<file path="config.mk">
export PLATFORM = sky130hd
export DESIGN_NAME = length_prefix_deframer_flat
export DESIGN_NICKNAME = d
export VERILOG_FILES = /design/src/rtl/lpd_pkg.sv /design/src/rtl/lpd_if.sv /design/src/rtl/length_prefix_deframer.sv /design/src/flat_wrapper.sv
export VERILOG_INCLUDE_DIRS = /design/src /design/src/rtl
export SDC_FILE = /design/constraint.sdc
export NUM_CORES = 1
export LEC_CHECK = 0
export ABC_AREA = 1
export BUFFER_PORTS_ARGS = -buffer_cell sky130_fd_sc_hd__buf_2
export CORE_UTILIZATION = 54
export DETAILED_ROUTE_END_ITERATION = 12
export MAX_ROUTING_LAYER = met4
export PLACE_DENSITY = 0.74
export SETUP_SLACK_MARGIN = 0.2
export SLEW_MARGIN = 20
export SYNTH_ARGS = -nofsm -noshare
export SYNTH_HDL_FRONTEND = slang
export SYNTH_SLANG_ARGS = --single-unit
export TNS_END_PERCENT = 50
</file>
<file path="constraint.sdc">
create_clock -name clk -period 3.4 [get_ports clk]
set_input_delay 0.68 -clock clk [delete_from_list [all_inputs] [get_ports clk]]
set_output_delay 0.68 -clock clk [all_outputs]
set_load 0.02 [all_outputs]
</file>
<file path="src/rtl/length_prefix_deframer_assert.svh">
// Assertion macros for the length prefix deframer.
// Included by the top level; no other dependencies.
`ifndef LENGTH_PREFIX_DEFRAMER_ASSERT_SVH
`define LENGTH_PREFIX_DEFRAMER_ASSERT_SVH

// Same-cycle implication, disabled during reset.
`define LPD_ASSERT_NOW(label, clk, rst, ante, cons) \
  label: assert property (@(posedge clk) disable iff (rst) (ante) |-> (cons)) \
    else $error("lpd assertion failed");

// Next-cycle implication, disabled during reset.
`define LPD_ASSERT_NEXT(label, clk, rst, ante, cons) \
  label: assert property (@(posedge clk) disable iff (rst) (ante) |=> (cons)) \
    else $error("lpd assertion failed");

`endif

</file>
<file path="src/rtl/lpd_pkg.sv">
// Shared constants and types for the length prefix deframer.
// No dependencies.
`default_nettype none
package lpd_pkg;

  localparam int unsigned HEADER_BYTES = 4;
  localparam int unsigned HDR_CNT_W    = 3;
  localparam int unsigned LEN_W        = 32;
  localparam int unsigned BYTE_W       = 8;
  localparam int unsigned ADDR_W       = 4;
  localparam int unsigned DATA_W       = 32;

  localparam logic [LEN_W-1:0] MTU_RESET   = '1;
  localparam logic [LEN_W-1:0] LIMIT_RESET = '1;

  typedef enum logic [1:0] {
    REG_MTU        = 2'd0,
    REG_LIMIT      = 2'd1,
    REG_BIG_ENDIAN = 2'd2
  } reg_idx_t;

endpackage
`default_nettype wire

</file>
<file path="src/rtl/lpd_if.sv">
// Valid/ready channel interfaces for the deframer input and result streams.
// Depends on lpd_pkg.
`default_nettype none
interface lpd_in_if
  import lpd_pkg::*;
();
  logic              valid;
  logic              ready;
  logic [BYTE_W-1:0] rx_byte;

  modport source (output valid, output rx_byte, input ready);
  modport sink (input valid, input rx_byte, output ready);
endinterface

interface lpd_out_if
  import lpd_pkg::*;
();
  logic              valid;
  logic              ready;
  logic [BYTE_W-1:0] data_byte;
  logic              data_valid;
  logic              packet_end;
  logic [LEN_W-1:0]  delivered_length;
  logic              oversize_error;

  modport source (output valid, output data_byte, output data_valid, output packet_end,
                  output delivered_length, output oversize_error, input ready);
  modport sink (input valid, input data_byte, input data_valid, input packet_end,
                input delivered_length, input oversize_error, output ready);
endinterface
`default_nettype wire

</file>
<file path="src/rtl/length_prefix_deframer.sv">
// Length prefix deframer: splits a byte stream into length-prefixed frames.
// Depends on lpd_pkg, lpd_if and length_prefix_deframer_assert.svh.
//
// Usage:
//   rx  - one stream byte per item. Each frame is a 4-byte length header
//         (byte order set by header_big_endian) followed by that many bytes.
//   tx  - at most one result item per input byte: payload bytes as they
//         arrive (up to user_buffer_limit per frame), packet_end with the
//         delivered length on the last byte or on an empty frame's header,
//         or a single oversize_error item after which all input is consumed
//         and dropped until reset.
//   APB - registers max_transfer_unit (0x0), user_buffer_limit (0x4),
//         header_big_endian (0x8). Write only while the block is idle.
// A result is registered at the edge that accepts its byte and is on tx in the following cycle.
// Throughput: one byte per cycle while tx is not stalled; the state update is
//   counter compares and a header shift between the accept edge and the tx register.
// Reset (rst, synchronous) clears frame state, the sticky error and tx
//   valid, and restores register defaults.
// When tx stalls, the held result blocks rx until tx takes it;
//   rx.ready = !tx.valid || tx.ready.
`default_nettype none
`include "length_prefix_deframer_assert.svh"
module length_prefix_deframer
  import lpd_pkg::*;
(
  input  wire logic              clk,
  input  wire logic              rst,
  lpd_in_if.sink                 rx,
  lpd_out_if.source              tx,
  input  wire logic              psel,
  input  wire logic              penable,
  input  wire logic              pwrite,
  input  wire logic [ADDR_W-1:0] paddr,
  input  wire logic [DATA_W-1:0] pwdata,
  output logic      [DATA_W-1:0] prdata,
  output logic                   pready
);

  logic [LEN_W-1:0]     max_transfer_unit;
  logic [LEN_W-1:0]     user_buffer_limit;
  logic                 header_big_endian;

  logic [HDR_CNT_W-1:0] header_bytes_seen, header_bytes_seen_next;
  logic [LEN_W-1:0]     frame_length, frame_length_next;
  logic [LEN_W-1:0]     payload_count, payload_count_next;
  logic                 stuck_error, stuck_error_next;

  logic                 res_valid;
  logic [BYTE_W-1:0]    res_byte;
  logic                 res_data_valid;
  logic                 res_end;
  logic [LEN_W-1:0]     res_len;
  logic                 res_err;

  logic                 rx_acc;
  logic                 cfg_wr;
  reg_idx_t             cfg_idx;

  logic [LEN_W-1:0]     hdr_len;
  logic [LEN_W-1:0]     cnt_inc;
  logic                 deliver;

  assign pready  = 1'b1;
  assign cfg_wr  = psel && penable && pwrite && pready;
  assign cfg_idx = reg_idx_t'(paddr[ADDR_W-1:2]);

  always_ff @(posedge clk) begin
    if (rst) begin
      max_transfer_unit <= MTU_RESET;
      user_buffer_limit <= LIMIT_RESET;
      header_big_endian <= 1'b0;
    end else if (cfg_wr) begin
      unique case (cfg_idx)
        REG_MTU:        max_transfer_unit <= pwdata;
        REG_LIMIT:      user_buffer_limit <= pwdata;
        REG_BIG_ENDIAN: header_big_endian <= pwdata[0];
        default: ;
      endcase
    end
  end

  always_comb begin
    unique case (cfg_idx)
      REG_MTU:        prdata = max_transfer_unit;
      REG_LIMIT:      prdata = user_buffer_limit;
      REG_BIG_ENDIAN: prdata = {{(DATA_W-1){1'b0}}, header_big_endian};
      default:        prdata = '0;
    endcase
  end

  assign rx.ready = !tx.valid || tx.ready;
  assign rx_acc   = rx.valid && rx.ready;

  // header assembly and payload count
  always_comb begin
    if (header_big_endian) begin
      hdr_len = {frame_length[LEN_W-BYTE_W-1:0], rx.rx_byte};
    end else begin
      hdr_len = frame_length |
                (LEN_W'(rx.rx_byte) << {header_bytes_seen[1:0], 3'b000});
    end
    cnt_inc = payload_count + LEN_W'(1);
    deliver = payload_count < user_buffer_limit;
  end

  always_comb begin
    header_bytes_seen_next = header_bytes_seen;
    frame_length_next      = frame_length;
    payload_count_next     = payload_count;
    stuck_error_next       = stuck_error;
    res_valid              = 1'b0;
    res_byte               = '0;
    res_data_valid         = 1'b0;
    res_end                = 1'b0;
    res_len                = '0;
    res_err                = 1'b0;
    if (!stuck_error) begin
      if (header_bytes_seen < HDR_CNT_W'(HEADER_BYTES)) begin
        frame_length_next      = hdr_len;
        header_bytes_seen_next = header_bytes_seen + HDR_CNT_W'(1);
        if (header_bytes_seen == HDR_CNT_W'(HEADER_BYTES - 1)) begin
          payload_count_next = '0;
          if (hdr_len > max_transfer_unit) begin
            stuck_error_next = 1'b1;
            res_valid        = 1'b1;
            res_err          = 1'b1;
          end else if (hdr_len == '0) begin
            header_bytes_seen_next = '0;
            res_valid              = 1'b1;
            res_end                = 1'b1;
          end
        end
      end else begin
        payload_count_next = cnt_inc;
        if (cnt_inc == frame_length) begin
          res_valid              = 1'b1;
          res_byte               = deliver ? rx.rx_byte : '0;
          res_data_valid         = deliver;
          res_end                = 1'b1;
          res_len                = (frame_length < user_buffer_limit) ?
                                   frame_length : user_buffer_limit;
          header_bytes_seen_next = '0;
          frame_length_next      = '0;
          payload_count_next     = '0;
        end else if (deliver) begin
          res_valid      = 1'b1;
          res_byte       = rx.rx_byte;
          res_data_valid = 1'b1;
        end
      end
    end
  end

  always_ff @(posedge clk) begin
    if (rst) begin
      header_bytes_seen <= '0;
      frame_length      <= '0;
      payload_count     <= '0;
      stuck_error       <= 1'b0;
    end else if (rx_acc) begin
      header_bytes_seen <= header_bytes_seen_next;
      frame_length      <= frame_length_next;
      payload_count     <= payload_count_next;
      stuck_error       <= stuck_error_next;
    end
  end

  // result register
  always_ff @(posedge clk) begin
    if (rst) begin
      tx.valid <= 1'b0;
    end else if (rx_acc) begin
      tx.valid <= res_valid;
    end else if (tx.ready) begin
      tx.valid <= 1'b0;
    end
  end

  always_ff @(posedge clk) begin
    if (rx_acc && res_valid) begin
      tx.data_byte        <= res_byte;
      tx.data_valid       <= res_data_valid;
      tx.packet_end       <= res_end;
      tx.delivered_length <= res_len;
      tx.oversize_error   <= res_err;
    end
  end

  `LPD_ASSERT_NEXT(a_stuck_silent, clk, rst, stuck_error && !tx.valid, !tx.valid)
  `LPD_ASSERT_NOW(a_err_alone, clk, rst, tx.valid && tx.oversize_error,
                  !tx.data_valid && !tx.packet_end)
  `LPD_ASSERT_NOW(a_hdr_range, clk, rst, 1'b1,
                  header_bytes_seen <= HDR_CNT_W'(HEADER_BYTES))
  `LPD_ASSERT_NOW(a_count_bound, clk, rst,
                  header_bytes_seen == HDR_CNT_W'(HEADER_BYTES),
                  payload_count < frame_length)

endmodule
`default_nettype wire
</file>
<file path="src/flat_wrapper.sv">
// flat-port wrapper written by rule: the top's interface ports become plain ports
module length_prefix_deframer_flat import lpd_pkg::*;
  (clk, rst, psel, penable, pwrite, paddr, pwdata, prdata, pready, rx_valid, rx_rx_byte, rx_ready, tx_valid, tx_data_byte, tx_data_valid, tx_packet_end, tx_delivered_length, tx_oversize_error, tx_ready);
  lpd_in_if rx_i ();
  lpd_out_if tx_i ();
  input  wire logic clk;
  input  wire logic rst;
  input  wire logic psel;
  input  wire logic penable;
  input  wire logic pwrite;
  input  wire logic [ADDR_W-1:0] paddr;
  input  wire logic [DATA_W-1:0] pwdata;
  output logic      [DATA_W-1:0] prdata;
  output logic pready;
  input wire logic [$bits(rx_i.valid)-1:0] rx_valid;
  input wire logic [$bits(rx_i.rx_byte)-1:0] rx_rx_byte;
  output wire logic [$bits(rx_i.ready)-1:0] rx_ready;
  output wire logic [$bits(tx_i.valid)-1:0] tx_valid;
  output wire logic [$bits(tx_i.data_byte)-1:0] tx_data_byte;
  output wire logic [$bits(tx_i.data_valid)-1:0] tx_data_valid;
  output wire logic [$bits(tx_i.packet_end)-1:0] tx_packet_end;
  output wire logic [$bits(tx_i.delivered_length)-1:0] tx_delivered_length;
  output wire logic [$bits(tx_i.oversize_error)-1:0] tx_oversize_error;
  input wire logic [$bits(tx_i.ready)-1:0] tx_ready;
  assign rx_i.valid = rx_valid;
  assign rx_i.rx_byte = rx_rx_byte;
  assign rx_ready = rx_i.ready;
  assign tx_valid = tx_i.valid;
  assign tx_data_byte = tx_i.data_byte;
  assign tx_data_valid = tx_i.data_valid;
  assign tx_packet_end = tx_i.packet_end;
  assign tx_delivered_length = tx_i.delivered_length;
  assign tx_oversize_error = tx_i.oversize_error;
  assign tx_i.ready = tx_ready;
  length_prefix_deframer u_core (.clk(clk), .rst(rst), .rx(rx_i), .tx(tx_i), .psel(psel), .penable(penable), .pwrite(pwrite), .paddr(paddr), .pwdata(pwdata), .prdata(prdata), .pready(pready));
endmodule
</file>
Yosys cells after proc, flatten, opt, wreduce, memory -nomap -nowiden
Index checks and enable logic that the tools add are counted.

Flip-flop bits (word level): 177. Input port bits: 51. Output and inout bits: 78. Word-level logic and storage cells: 78.

$add $sub $neg: 2. $lt $le $gt $ge: 4. Eq/ne operators: 5. Shifts and indexed selects: 1. Muxes and demuxes: 31. Bitwise logic cells: 4. Reduce and logical (&&, ||, !) cells: 18.

Operators with widths (number): two-way mux 32 bit (7); case mux 32 bit (3 select lines) (1); less-than comparator 32 bit (2); adder 32 x 1 -> 32 bit (second input constant) (1); == test 32 bit (1); > comparator 32 bit (1); zero test 32 bit (1); OR 32 bit (1); left shift 8 x 5 -> 32 bit (1); two-way mux 1 bit (18); two-way mux 3 bit (5); AND reduction 2 bit (3); AND reduction 3 bit (2); OR reduction 3 bit (2); logical AND 1 bit (4); nonzero test 2 bit (2); adder 3 x 1 -> 3 bit (second input constant) (1); == test 3 x 2 -> 1 bit (second input constant) (1); less-than comparator 3 bit (second input constant) (1); inverter 1 bit (3); == test 2 x 1 -> 1 bit (second input constant) (1); == test 2 bit (second input constant) (1); zero test 2 bit (1); != test 2 bit (second input constant) (1); other kinds (3) (3).

Longest topological paths before layout
Word-level depth: 10. Mapped depth: 22.

Worst setup path before layout
No wires, ideal clock.

Path type: register -> register. Start point: reg u_core.header_bytes_seen[0]. End point: reg u_core.tx.data_byte[0], enable pin. Data arrival time: 3310 ps. Required time: 3003 ps. Slack: -308 ps. Cell stages (with the launch flop): 19. Path buffers: 2. Clock period less this slack: 3708 ps. Path through: dfxtp_1 -> clkbuf_1 -> clkinv_1 -> clkbuf_1 -> nand3_1 -> nand3_1 -> o21ai_0 -> inv_1 -> ha_1 -> nand2_1 -> nor2_1 -> nand4_1 -> nor3_1 -> nand2_1 -> nand2_1 -> nand3_1 -> a21oi_1 -> nand2_1 -> inv_1.

Cells in the longest elaborated chain, start to end: 10. Elaborated cells on any way between the ends: 13. Classes of those cells: order compare (2); eq/ne (1); shift (1); mux (6); bitwise (1); reduce/logical (2).

RTL lines: start, declared (line length_prefix_deframer.sv:43) `logic [HDR_CNT_W-1:0] header_bytes_seen, header_bytes_seen_next;`; start signal, assigned (line length_prefix_deframer.sv:161) `header_bytes_seen <= header_bytes_seen_next;`; branches (longest 7 deep; another with > comparator 32 bit); two-way mux 1 bit (*) (line length_prefix_deframer.sv:118) `if (header_bytes_seen < HDR_CNT_W'(HEADER_BYTES)) begin`; two-way mux 1 bit (*) (line length_prefix_deframer.sv:117) `if (!stuck_error) begin`; logical AND 1 bit (*) (line length_prefix_deframer.sv:180) `if (rx_acc && res_valid) begin`; end signal, assigned (line length_prefix_deframer.sv:181) `tx.data_byte <= res_byte;`; end, declared (line lpd_if.sv:26) `modport source (output valid, output data_byte, output data_valid, output packet_end,`.

Mark *: on every way between the ends. A chain may end at the register's enable or synchronous reset.

Worst setup path in the final report
Start point: reg u_core.header_big_endian. End point: reg u_core.tx.delivered_length[10], enable pin.

Cells in the longest elaborated chain, start to end: 8. Elaborated cells on any way between the ends: 9. Classes of those cells: order compare (1); mux (6); reduce/logical (2).

RTL lines: start, declared (line length_prefix_deframer.sv:41) `logic header_big_endian;`; start signal, assigned (line length_prefix_deframer.sv:76) `REG_BIG_ENDIAN: header_big_endian <= pwdata[0];`; two-way mux 32 bit (*) (line length_prefix_deframer.sv:96) `if (header_big_endian) begin`; branches (longest 2 deep; another with > comparator 32 bit); two-way mux 1 bit (*) (line length_prefix_deframer.sv:123) `if (hdr_len > max_transfer_unit) begin`; two-way mux 1 bit (*) (line length_prefix_deframer.sv:121) `if (header_bytes_seen == HDR_CNT_W'(HEADER_BYTES - 1)) begin`; two-way mux 1 bit (*) (line length_prefix_deframer.sv:118); two-way mux 1 bit (*) (line length_prefix_deframer.sv:117); logical AND 1 bit (*) (line length_prefix_deframer.sv:180); end signal, assigned (line length_prefix_deframer.sv:184) `tx.delivered_length <= res_len;`; end, declared (line lpd_if.sv:27) `output delivered_length, output oversize_error, input ready);`.

Marks and branches as above.

==> metrics.txt <==
Critical Setup Path Class=reg2reg; Clk Latency, worst-skew pair=0.45 ns; Setup crit end kind=register; vias post-DR=between 10000 and 15000; crit path time final=about 3.3 ns; Setup WS pre-CTS=-0.0502 ns; Total Wirelength=42900 um; RSZ-0062 raised after global routing=true; number of synthesized flops with an enable pin=43; Final period util=roughly 97%; mapped cell area=12100 um^2; post-DR vias/cell=6.01; Max clock buf depth=2; Layout Nets=2073; # IOs=around 130; P_leak=6.84 nW; sequential power share=41.3%; FP Rows=between 50 and 60; syn_area_per_cell=6.75 um^2; input/output buffers=125; fin util=65.9%; Core Footprint=21900 um^2; Initial Util=55.2%; Most used DFF post-synth=dfxtp_1; CTS tree=built; die height=152 um; global-route wire length before repair=62200 um; Placed Area=13200 um^2; Power, Total=5.64 mW; GR Util All Layers=a little under two fifths; largest net degree at the start of global routing=101; crit start category=register; CP max FO=6; Hold Vio Cnt, Final=0; hold_buf cts=0; initial antenna violation count=0; ratio of cells with drive above 1 in the final layout=roughly 17%; Antenna Nets Post-Route=0; worst setup margin=0.108 ns; max_slew headroom=24.1%; Max-cap violations=0; outcome=finished clean; switching power=1.93 mW; P_int=approximately 3.7 mW; Post-DP HPWL=29700 um; clock skew=0.0145 ns; Mapped Cells=1792; critical path arrival=3.45 ns; grt ovf=0; DIE AREA=23000 um^2; Worst Hold Slack=between 0.4 and 0.5 ns; Residual DRC=0; FF+latch count, synth=177; Seq/Total Area, Yosys=around a third; post-route cell area=~14000 um^2; power share of the clock group=37.6%; final-report setup violation count=0; combinational power share=between 20% and 30%; Syn Nets=1941; pwr/cell area=391 nW/um^2; Post-synth ARST share=0%; CTS root buf=clkbuf_16; Initial DRT Pass Iterations=9; f_max=0.304 GHz; area grow syn2layout=19.3%; Ys Warns=0; Worst Hold Class=in2reg; CTS sink cnt=177; Initial DRC Count=roughly 1700; Clock transition at path regs=around 0.08 ns; WL/cell=approximately 19 um; transition time of the tightest slew-check pin=1.14 ns; switch share=34.2%; Die Wd=152 um; total CTS buffers=17; Synth cell types=44; worst vdd ir=about 300 uV; H-tree Lvls=4; vias in the first global route=11400; Max Slew Vio Count=0; critical path required time=around 3.6 ns; final antenna diode count=0; GPL Wtd Cong=between 1 and 1.5
==> cell families (layout without fill, tap and decap cells) <==
| kind of cell | count (synthesis) | after routing | share of synthesized area, % |
|---|---|---|---|
| xor+xnor | 5 | 5 | 0.538 |
| buf+inv | 297 | 442 | 9.54 |
| simple gates | 887 | 887 | 31.3 |
| flops | 177 | 177 | 32.9 |
| other cells | 1 | 1 | 0.0310 |
| fa+ha+maj | 98 | 98 | 10.1 |
| compound gates | 327 | 327 | 15.6 |
==> placed cells by master (no fill, tap or decap), types with 31 or more instances in the layout <==
master	count
o22ai_1	31
buf_2	125
nand3_1	196
ha_1	92
inv_1	195
buf_4	51
a21oi_1	161
nor2_1	136
nand2_1	470
dfxtp_1	130
edfxtp_1	43
o211ai_1	65
==> flip-flops by register name, indices dropped and copies added (netlist names) <==
| name | cells |
|---|---|
| u_core.frame_length | 32 |
| u_core.max_transfer_unit | 32 |
| u_core.payload_count | 32 |
| u_core.tx.delivered_length | 32 |
| u_core.user_buffer_limit | 32 |
| u_core.tx.data_byte | 8 |
| u_core.header_bytes_seen | 3 |
| u_core.header_big_endian | 1 |
| u_core.stuck_error | 1 |
| u_core.tx.data_valid | 1 |
| u_core.tx.oversize_error | 1 |
| u_core.tx.packet_end | 1 |
| u_core.tx.valid | 1 |
==> metrics by stage <==
stage                     setup TNS (ns)  std cells
final                                  0       2217
after global routing              -0.700       2217
after CTS                              0       2191
after detailed placement           -1.35       2159
after global placement           -0.0497       2159
after floorplan                        0       1792
==> worst max-delay path: stages, from the launching register on <==
cell and delay (ns):
dfxtp_2 0.36, clkinvlp_4 0.26, clkbuf_16 0.26, buf_4 0.15, nor2_4 0.09, a31oi_2 0.07
ha_1 0.32, nand2_1 0.09, nor2_2 0.12, nand4_1 0.10, nor3_2 0.21, nand2_1 0.09
nand2_2 0.11, nand3_4 0.09, a21oi_2 0.14, nand2_2 0.09, clkinvlp_4 0.12, buf_12 0.16
clkbuf_16 0.17
==> final timing paths <==
kind	endpoint	slack, ns	depth (start not counted)	start
min	u_core.max_transfer_unit[18]	0.46	3	pwdata[18]
max reg2reg	u_core.tx.delivered_length[10]	0.11	18	u_core.header_big_endian
min reg2reg	u_core.payload_count[31]	0.52	2	u_core.payload_count[31]
max	u_core.tx.delivered_length[10]	0.11	18	u_core.header_big_endian
==> layer usage <==
metal | track usage, % | share of wire, % | wire length (um) | vias to the layer above
li1 | - | - | - | 6249
met1 | 51.0 | 40 | 17200 | 6020
met2 | 52.4 | 43 | 18400 | 880
met3 | 7.25 | 12 | 5330 | 166
met4 | 15.3 | 4.6 | 1990 | 0
met5 | - | 0 | 0 | -
==> layout make-up <==
cell class / instances / area, um^2
Sequential cell: 177 / 3980
Clock inverter: 15 / 205
Multi-Input combinational cell: 1318 / 7270
Clock buffer: 17 / 425
Fill cell: 1975 / 7460
Timing Repair Buffer: 197 / 1390
Inverter: 213 / 808
Tap cell: 280 / 350
==> cell usage after synthesis (2+ instances only) <==
cell type / n / area, um^2
xor2_1: 2 / 17.5
nor2_1: 145 / 544
nor2_4: 7 / 78.8
buf_2: 7 / 35.0
nor2_2: 9 / 56.3
a21oi_1: 166 / 831
ha_1: 98 / 1230
o211ai_1: 65 / 488
nand2_2: 6 / 37.5
inv_1: 204 / 766
clkinv_1: 5 / 18.8
a211oi_1: 2 / 15.0
nor3_1: 17 / 85.1
nor4_1: 2 / 12.5
o22ai_1: 31 / 194
nand2_1: 473 / 1780
o221ai_1: 4 / 35.0
buf_6: 2 / 22.5
clkbuf_1: 66 / 248
o21ai_0: 50 / 250
edfxtp_1: 43 / 1290
nand3_1: 199 / 996
buf_1: 7 / 26.3
inv_2: 4 / 15.0
nand4_1: 22 / 138
o21a_1: 4 / 30.0
nand3_2: 2 / 20.0
dfxtp_1: 134 / 2680
==> power by group through the flow <==
stage	sequential (mW)	combinational, mW	clock, mW
after floorplan	2.34	0.666	0
after global placement	2.36	1.01	0
after detailed placement	2.36	1.03	0
after CTS	2.31	1.04	2.11
after global routing	2.33	1.28	2.19
final	2.33	1.19	2.12
==> timing repair <==
| action | 4_1_cts | 5_1_grt |
|---|---|---|
| resized for setup | 6 | 105 |
| pin swaps | 0 | 20 |
| setup buffers | 0 | 16 |
| gates cloned | 0 | 10 |
| endpoints found under the setup margin | 43 | 103 |
Power figures use the tool's default switching activity.
